$ cat src/stfd_pkg.sv
// Shared types, constants and helper functions for the stuffed trainer frame decoder.
// No dependencies; imported by every module of the block.
`default_nettype none

package stfd_pkg;

  localparam int unsigned LineLengthDef = 32;
  localparam int unsigned PacketSize    = 14;
  localparam int unsigned ChanCount     = 8;
  localparam int unsigned ChanW         = 13;
  localparam int unsigned DiscLen       = 11;
  localparam int unsigned HistDepth     = DiscLen + 1;
  localparam int unsigned CfgIdxW       = 2;
  localparam int unsigned CfgDataW      = 8;

  localparam logic [7:0]         SyncByte    = 8'h80;
  localparam logic [7:0]         NewlineByte = 8'h0A;
  localparam logic [ChanW-1:0]   ChanOffset  = 13'd1500;
  localparam logic [8*DiscLen-1:0] DiscText  = "isConnected";

  localparam logic [7:0] DelimRst  = 8'd126;
  localparam logic [7:0] EscapeRst = 8'd125;
  localparam logic [7:0] MaskRst   = 8'd32;

  typedef enum logic [CfgIdxW-1:0] {
    CfgDelim  = 2'd0,
    CfgEscape = 2'd1,
    CfgMask   = 2'd2
  } cfg_idx_e;

  typedef enum logic [3:0] {
    ModeIdle    = 4'b0001,
    ModeStart   = 4'b0010,
    ModeInFrame = 4'b0100,
    ModeEscaped = 4'b1000
  } mode_e;

  typedef struct packed {
    logic [7:0] delim;
    logic [7:0] escape;
    logic [7:0] mask;
  } cfg_t;

  // deframer state as seen by the checker stage
  typedef struct packed {
    logic [PacketSize-1:0][7:0] head;
    logic                       full;
    logic                       disc;
  } step_t;

  function automatic logic checksum_ok(logic [PacketSize-1:0][7:0] h);
    logic [7:0] x;
    x = h[0];
    for (int k = 1; k < PacketSize - 1; k++) begin
      x = x ^ h[k];
    end
    return (x == h[PacketSize-1]) && (h[0] == SyncByte);
  endfunction

  function automatic logic [ChanCount*ChanW-1:0] unpack_chans(
    logic [PacketSize-1:0][7:0] h
  );
    logic [11:0]                ev;
    logic [11:0]                od;
    logic [ChanCount*ChanW-1:0] r;
    r = '0;
    for (int p = 0; p < ChanCount / 2; p++) begin
      ev = {h[2+3*p][7:4], h[1+3*p]};
      od = {h[3+3*p][3:0], h[2+3*p][3:0], h[3+3*p][7:4]};
      r[2*p*ChanW +: ChanW]     = {1'b0, ev} - ChanOffset;
      r[(2*p+1)*ChanW +: ChanW] = {1'b0, od} - ChanOffset;
    end
    return r;
  endfunction

endpackage

`default_nettype wire

$ cat src/stfd_deframer.sv
// Deframer: delimiter/escape state machine, byte count, frame head and line history.
// Depends on stfd_pkg.
`default_nettype none

module stfd_deframer #(
  parameter int unsigned LineLength = stfd_pkg::LineLengthDef
) (
  input  wire logic           clk_i,
  input  wire logic           rst_ni,
  input  wire stfd_pkg::cfg_t cfg_i,
  input  wire logic           accept_i,
  input  wire logic [7:0]     byte_i,
  output stfd_pkg::step_t     step_o
);
  import stfd_pkg::*;

  localparam int unsigned CntW = $clog2(LineLength + 1);

  mode_e                      mode_q, mode_d;
  logic [CntW-1:0]            cnt_q, cnt_d;
  logic                       full_q, full_d;
  logic                       disc_q, disc_d;
  logic [PacketSize-1:0][7:0] head_q, head_d;
  logic [HistDepth-1:0][7:0]  hist_q, hist_d;

  logic       clear, do_store, wr, match;
  logic [7:0] data;

  always_comb begin
    mode_d   = mode_q;
    clear    = 1'b0;
    do_store = 1'b0;
    data     = byte_i;
    case (mode_q)
      ModeStart: begin
        if (byte_i == cfg_i.delim) begin
          mode_d = ModeInFrame;
          clear  = 1'b1;
        end else begin
          do_store = 1'b1;
        end
      end
      ModeInFrame: begin
        if (byte_i == cfg_i.escape) begin
          mode_d = ModeEscaped;
        end else if (byte_i == cfg_i.delim) begin
          clear = 1'b1;
        end else begin
          do_store = 1'b1;
        end
      end
      ModeEscaped: begin
        data     = byte_i ^ cfg_i.mask;
        do_store = 1'b1;
        mode_d   = ModeInFrame;
      end
      default: begin
        if (byte_i == cfg_i.delim) begin
          clear  = 1'b1;
          mode_d = ModeStart;
        end else begin
          do_store = 1'b1;
        end
      end
    endcase

    wr = do_store && (cnt_q < CntW'(LineLength));

    // text match on the bytes before the one preceding the newline
    match = 1'b1;
    for (int i = 0; i < DiscLen; i++) begin
      if (hist_q[DiscLen-i] != DiscText[8*(DiscLen-1-i) +: 8]) begin
        match = 1'b0;
      end
    end
    disc_d = wr && (data == NewlineByte) && (cnt_q >= CntW'(HistDepth)) && match;

    if (clear || disc_d) begin
      cnt_d = '0;
    end else if (wr) begin
      cnt_d = cnt_q + CntW'(1);
    end else begin
      cnt_d = cnt_q;
    end

    full_d = (cnt_d >= CntW'(PacketSize));
    if (full_d) begin
      mode_d = ModeIdle;
    end

    head_d = head_q;
    for (int k = 0; k < PacketSize; k++) begin
      if (wr && (cnt_q == CntW'(k))) begin
        head_d[k] = data;
      end
    end

    hist_d = wr ? {hist_q[HistDepth-2:0], data} : hist_q;
  end

  always_ff @(posedge clk_i or negedge rst_ni) begin
    if (!rst_ni) begin
      mode_q <= ModeIdle;
      cnt_q  <= '0;
      full_q <= 1'b0;
      disc_q <= 1'b0;
    end else if (accept_i) begin
      mode_q <= mode_d;
      cnt_q  <= cnt_d;
      full_q <= full_d;
      disc_q <= disc_d;
    end
  end

  always_ff @(posedge clk_i) begin
    if (accept_i) begin
      head_q <= head_d;
      hist_q <= hist_d;
    end
  end

  assign step_o.head = head_q;
  assign step_o.full = full_q;
  assign step_o.disc = disc_q;

endmodule

`default_nettype wire

$ cat src/stfd_check.sv
// Checker stage: checksum and sync test, channel unpacking, result register.
// Depends on stfd_pkg.
`default_nettype none

module stfd_check (
  input  wire logic                                        clk_i,
  input  wire logic                                        rst_ni,
  input  wire logic                                        accept_i,
  input  wire stfd_pkg::step_t                             step_i,
  output logic                                             ready_o,
  output logic                                             out_valid_o,
  input  wire logic                                        out_ready_i,
  output logic [stfd_pkg::ChanCount*stfd_pkg::ChanW-1:0]   out_chans_o,
  output logic [1:0]                                       out_flags_o
);
  import stfd_pkg::*;

  logic                       pend_q, pend_d;
  logic                       ovalid_q, ovalid_d;
  logic [ChanCount*ChanW-1:0] chans_q;
  logic [1:0]                 flags_q;

  logic good, has_res, out_free, move, load;

  assign good     = step_i.full && checksum_ok(step_i.head);
  assign has_res  = step_i.disc || good;
  assign out_free = !ovalid_q || out_ready_i;
  assign move     = pend_q && (!has_res || out_free);
  assign load     = pend_q && has_res && out_free;
  assign ready_o  = !pend_q || move;

  always_comb begin
    pend_d   = accept_i ? 1'b1 : (move ? 1'b0 : pend_q);
    ovalid_d = load ? 1'b1 : (out_ready_i ? 1'b0 : ovalid_q);
  end

  always_ff @(posedge clk_i or negedge rst_ni) begin
    if (!rst_ni) begin
      pend_q   <= 1'b0;
      ovalid_q <= 1'b0;
    end else begin
      pend_q   <= pend_d;
      ovalid_q <= ovalid_d;
    end
  end

  // disconnect wins; its channels read zero
  always_ff @(posedge clk_i) begin
    if (load) begin
      flags_q <= {step_i.disc, !step_i.disc};
      chans_q <= step_i.disc ? '0 : unpack_chans(step_i.head);
    end
  end

  assign out_valid_o = ovalid_q;
  assign out_chans_o = chans_q;
  assign out_flags_o = flags_q;

endmodule

`default_nettype wire

$ cat src/stuffed_trainer_frame_decoder.sv
// Throughput: one byte per cycle; the deframer state register feeds the checker stage,
// which only holds input back while its result waits in the stalled output register.
// Reset: asynchronous active low; deframer idle, count zero, config at defaults.
// Top level of the stuffed trainer frame decoder; depends on stfd_pkg, stfd_deframer,
// stfd_check.
`default_nettype none

module stuffed_trainer_frame_decoder #(
  parameter int unsigned LineLength = stfd_pkg::LineLengthDef
) (
  input  wire logic                                      clk_i,
  input  wire logic                                      rst_ni,
  input  wire logic                                      cfg_we_i,
  input  wire logic [stfd_pkg::CfgIdxW-1:0]              cfg_idx_i,
  input  wire logic [stfd_pkg::CfgDataW-1:0]             cfg_data_i,
  input  wire logic                                      s_axis_tvalid,
  output logic                                           s_axis_tready,
  input  wire logic [7:0]                                s_axis_tdata,   // rx_byte
  output logic                                           m_axis_tvalid,
  input  wire logic                                      m_axis_tready,
  // chan_0 .. chan_7, 13 bits each
  output logic [stfd_pkg::ChanCount*stfd_pkg::ChanW-1:0] m_axis_tdata,
  output logic [1:0]                                     m_axis_tuser    // frame_valid, disconnected
);
  import stfd_pkg::*;

  cfg_t  cfg_q;
  step_t step;
  logic  accept;

  always_ff @(posedge clk_i or negedge rst_ni) begin
    if (!rst_ni) begin
      cfg_q.delim  <= DelimRst;
      cfg_q.escape <= EscapeRst;
      cfg_q.mask   <= MaskRst;
    end else if (cfg_we_i) begin
      case (cfg_idx_i)
        CfgDelim:  cfg_q.delim  <= cfg_data_i;
        CfgEscape: cfg_q.escape <= cfg_data_i;
        CfgMask:   cfg_q.mask   <= cfg_data_i;
        default:   cfg_q        <= cfg_q;
      endcase
    end
  end

  assign accept = s_axis_tvalid && s_axis_tready;

  stfd_deframer #(
    .LineLength(LineLength)
  ) u_deframer (
    .clk_i   (clk_i),
    .rst_ni  (rst_ni),
    .cfg_i   (cfg_q),
    .accept_i(accept),
    .byte_i  (s_axis_tdata),
    .step_o  (step)
  );

  stfd_check u_check (
    .clk_i      (clk_i),
    .rst_ni     (rst_ni),
    .accept_i   (accept),
    .step_i     (step),
    .ready_o    (s_axis_tready),
    .out_valid_o(m_axis_tvalid),
    .out_ready_i(m_axis_tready),
    .out_chans_o(m_axis_tdata),
    .out_flags_o(m_axis_tuser)
  );

endmodule

`default_nettype wire

$ cat config.mk
export PLATFORM = sky130hd
export DESIGN_NAME = stuffed_trainer_frame_decoder
export DESIGN_NICKNAME = d
export VERILOG_FILES = /design/src/stfd_pkg.sv /design/src/stfd_deframer.sv /design/src/stfd_check.sv /design/src/stuffed_trainer_frame_decoder.sv
export SDC_FILE = /design/constraint.sdc
export NUM_CORES = 1
export LEC_CHECK = 0
export ABC_AREA = 1
export BUFFER_PORTS_ARGS = -buffer_cell sky130_fd_sc_hd__buf_2
export CORE_UTILIZATION = 41
export CTS_BUF_LIST = sky130_fd_sc_hd__clkbuf_16
export DETAILED_ROUTE_END_ITERATION = 16
export SYNTH_ARGS = -nofsm -noshare
export SYNTH_HDL_FRONTEND = slang
export SYNTH_SLANG_ARGS = --single-unit
$ cat constraint.sdc
create_clock -name clk_i -period 5.95 [get_ports clk_i]
set_input_delay 0.2975 -clock clk_i [delete_from_list [all_inputs] [get_ports clk_i]]
set_output_delay 0.2975 -clock clk_i [all_outputs]
set_load 0.02 [all_outputs]
==> metrics.md <==
| Metric | Value |
|---|---|
| Endpoints failing setup | `0` |
| Yosys warnings | `0` |
| Antenna Diode Count | `0` |
| Io pins | `between 100 and 150` |
| Sequential area share after synthesis | `66.6%` |
| CP top delay family | `simple AND/OR/NAND/NOR gates` |
| WS Path Type | `flip-flop to flip-flop` |
| Crit-path slowest cell | `buf_4` |
| Post-synthesis cell area | `approximately 16000 sq um` |
| Root buffer cell | `clkbuf_16` |
| Critical Path RT | `~6.1 ns` |
| Max-slew headroom | `between 20 and 30%` |
| Clock power frac | `between 30 and 40%` |
| Fmax achieved | `~0.27 GHz` |
| Worst-path fanout max | `a little under 60` |
| Worst-Skew Late Latency | `0.53 ns` |
| Drt drc | `0` |
| Final critical-path share of the clock period | `61.9%` |
| Global Route Usage Sum | `approximately 18%` |
| Post-cts resize count | `0` |
| Flops & latches, synth | `about 350` |
| P_int | `0.00450 W` |
| Fin. max-slew vios | `0` |
| Syn_nets | `1512` |
| Hold WS | `0.0288 ns` |
| Switching share of power | `between 20 and 30%` |
| Power Total | `roughly 0.006 W` |
| Avg Cell Area, Syn | `roughly 11 sq um` |
| Port bufs | `130` |
| Sequential fraction of design power | `between 50% and 60%` |
| First-pass GRT wire length | `approximately 53000 um` |
| Minimum clock period | `~3.7 ns` |
| CP Buf/Inv Count | `2` |
| Initial antenna violation count | `0` |
| Share of layout cells above drive strength 1 | `between 10% and 20%` |
| Final cell count without fillers | `about 2200` |
| Clock Skew | `roughly 0.023 ns` |
| Syn Inst Count | `1477` |
| Starting Density | `41.5%` |
| Vias/cell | `about 4.8` |
| Pin count of the biggest net entering global routing | `73` |
| Critical Path Start Type | `flip-flop` |
| Placed Cells incl. Taps | `about 2100` |
| Final Hold Fails | `0` |
| Worst EP arrival | `between 3 and 4 ns` |
| Gr ovfl total | `0` |
| Synth cell types | `36` |
| First DRT Iteration DRCs | `about 700` |
| HP Class | `primary input to flip-flop` |
| RSZ-0062 raised after global routing | `no` |
| Die width | `197 um` |
| Vias | `between 10000 and 15000` |
| Layout area overhead | `16.1%` |
| Worst Setup End Kind | `flip-flop` |
| # nets final | `between 1500 and 2000` |
| Comb pwr share | `roughly 11%` |
| Measured slew at the worst slew-check pin | `between 1 and 1.5 ns` |
| Placed cell area | `16900 sq um` |
| Max VDD drop | `approximately 160 uV` |
| Gpl congestion | `between 0.8 and 0.9` |
| Clk sinks | `roughly 350` |
| Sw power | `around 0.0015 W` |
| Dpl hpwl | `between 20000 and 25000 um` |
| Vias in the first global route | `9818` |
| Core ar. | `about 38000 sq um` |
| Final instance area | `~18000 sq um` |
| P_leak | `between 7 and 8 nW` |
| Core Rows | `71` |
| TritonCTS clock tree | `built` |
| Fillers | `3398` |
| CTS max path bufs | `3` |
| Antenna-violating nets left | `0` |
| H-tree depth | `2` |
| Wire per inst | `between 15 and 20 um` |
| CP Cell Sequence | `xor2_1, or2_1, nand3_1, nand3_1, nand2_1, nand2_1, nand2_1, nor2_1, nand3_1, nand2_2, nand3_4, nand2_2, nor2_4, buf_4, buf_4` |
| Status | `complete, no violations` |
| Clk slew on worst S/H paths | `about 0.06 ns` |
| Setup TNS | `0 ns` |
| Die height | `197 um` |
| TritonCTS Buffers | `39` |
| Maximum Capacitance Violations | `0` |
| Final WL | `around 34000 um` |
| Cell Pwr Density | `approximately 330 nW/um^2` |
| Drt pass-1 iters | `5` |
| CP max stage delay | `0.58 ns` |
| Die area | `38900 sq um` |
[power groups by stage]
stage	clock, W	combinational, W	sequential (W)
floorplan	0	0.000520	0.00311
global placement	0	0.000672	0.00315
detailed placement	0	0.000685	0.00316
CTS	0.00228	0.000690	0.00311
global route	0.00237	0.000787	0.00314
finish	0.00222	0.000685	0.00311
[final cells by class]
cell class                 instances  area, sq um  share of cell area [%]
clock buffer                      39          976                    5.39
clock inverter                    27          193                    1.06
inverter                         202          758                    4.19
multi-input combinational        899         4380                    24.2
sequential                       352        10400                    57.4
tap                              511          639                    3.53
timing repair buffer             146          776                    4.28
[tightest hold or removal path: cells and delay by family]
kind	cells	cell delay, ns
buffers and inverters	2	0.16
AOI/OAI and AO/OA	1	0.08
[cells in the final DEF (no fill, tap or decap), drive strengths merged]
master,n
o21ai,72
a21oi,53
inv,211
a31oi,2
nand4,17
or2,4
nand3,65
clkbuf,39
o211ai,1
xor2,37
xnor2,41
dfstp,14
o21a,4
ha,12
bufinv,3
a31o,5
nand3b,7
dfrtp,24
clkinvlp,1
and2,1
clkinv,14
edfxtp,314
dlygate4sd3,2
nand2,375
buf,144
nor4,1
nor3,45
nor2,157
[cells in the mapped netlist]
library cell    n  area [sq um]
o211ai_1        1          7.51
ha_1           12           150
nand3_1        64           320
buf_4           1          7.51
xor2_1         37           324
a31o_2          5          43.8
and2_0          1          6.26
clkinv_1        1          3.75
o21ai_2         2          17.5
o21ai_0        68           340
buf_6           2          22.5
clkbuf_2        1          5.00
nand2_1       369          1390
inv_1         199           747
xnor2_1        41           359
or2_2           2          12.5
buf_1           2          7.51
o21a_1          4          30.0
nand3_4         1          17.5
nand4_1        17           106
edfxtp_1      314          9430
nor2_4          1          11.3
inv_2           2          7.51
nor2_1        156           586
or2_1           2          12.5
nor4_1          1          6.26
nand3b_1        7          52.6
buf_2           3          15.0
dfstp_2        14           368
a21oi_1        53           265
clkbuf_1       15          56.3
dfrtp_1        24           601
o21ai_1         2          10.0
nand2_2         6          37.5
nor3_1         45           225
a31oi_1         2          12.5
[path summary, 6_finish.rpt]
kind | from | end | slack [ns] | cells past startpoint
min | cfg_data_i[2] | cfg_q[18]$_DFFE_PN1P_ | 0.03 | 3
max in group asynchronous | rst_ni | u_deframer.disc_q$_DFFE_PN0P_ | 4.91 | 2
min reg2reg | u_deframer.hist_q[0]$_DFFE_PP_ | u_deframer.hist_q[8]$_DFFE_PP_ | 0.42 | 0
max reg2reg | u_deframer.step_o[50]$_DFFE_PP_ | u_deframer.hist_q[86]$_DFFE_PP_ | 2.27 | 15
max | u_deframer.step_o[50]$_DFFE_PP_ | u_deframer.hist_q[86]$_DFFE_PP_ | 2.27 | 15
min in group asynchronous | rst_ni | cfg_q[0]$_DFFE_PN0P_ | 0.45 | 2
[flip-flops by register name (all words and copies together), names as in the netlist]
register / count
u_deframer.step_o: 112
u_check.out_chans_o: 104
u_deframer.hist_q: 96
cfg_q: 24
u_deframer.cnt_q: 6
u_deframer.mode_q: 4
u_check.out_flags_o: 2
u_check.out_valid_o: 1
u_check.pend_q: 1
u_deframer.disc_q: 1
u_deframer.full_q: 1
[cells by family (layout without fill, tap and decap cells)]
group | count (synthesis) | in the layout | share of synthesized area [%]
and+or+nand+nor | 672 | 672 | 17.8
DFF | 352 | 352 | 66.6
buffers and inverters | 226 | 414 | 5.59
AOI/OAI and AO/OA | 137 | 137 | 4.66
xor gates and xnor gates | 78 | 78 | 4.38
adders and majority gates | 12 | 12 | 0.962
[per-layer routing]
layer / track usage [%] / up-vias / wire (um)
met5: 0 / - / 0
met4: 6.57 / 0 / 1080
met3: 3.35 / 64 / 2200
met2: 29.3 / 292 / 16000
met1: 23.3 / 4927 / 14800
li1: - / 5219 / -
[through the flow]
stage / util, % / worst slack, ns
3_3_place_gp: 45.0 / 2.32
6_report: 48.2 / 2.27
3_5_place_dp: 45.0 / 2.26
5_1_grt: 48.2 / 1.87
2_1_floorplan: - / 1.26
4_1_cts: 48.2 / 2.25
[what timing repair did]
item | in CTS | in global routing
setup buffers | 0 | 0
hold buffers | 2 | 0
hold endpoints to repair | 25 | 0
No activity file was read; power rests on OpenSTA's default activity.
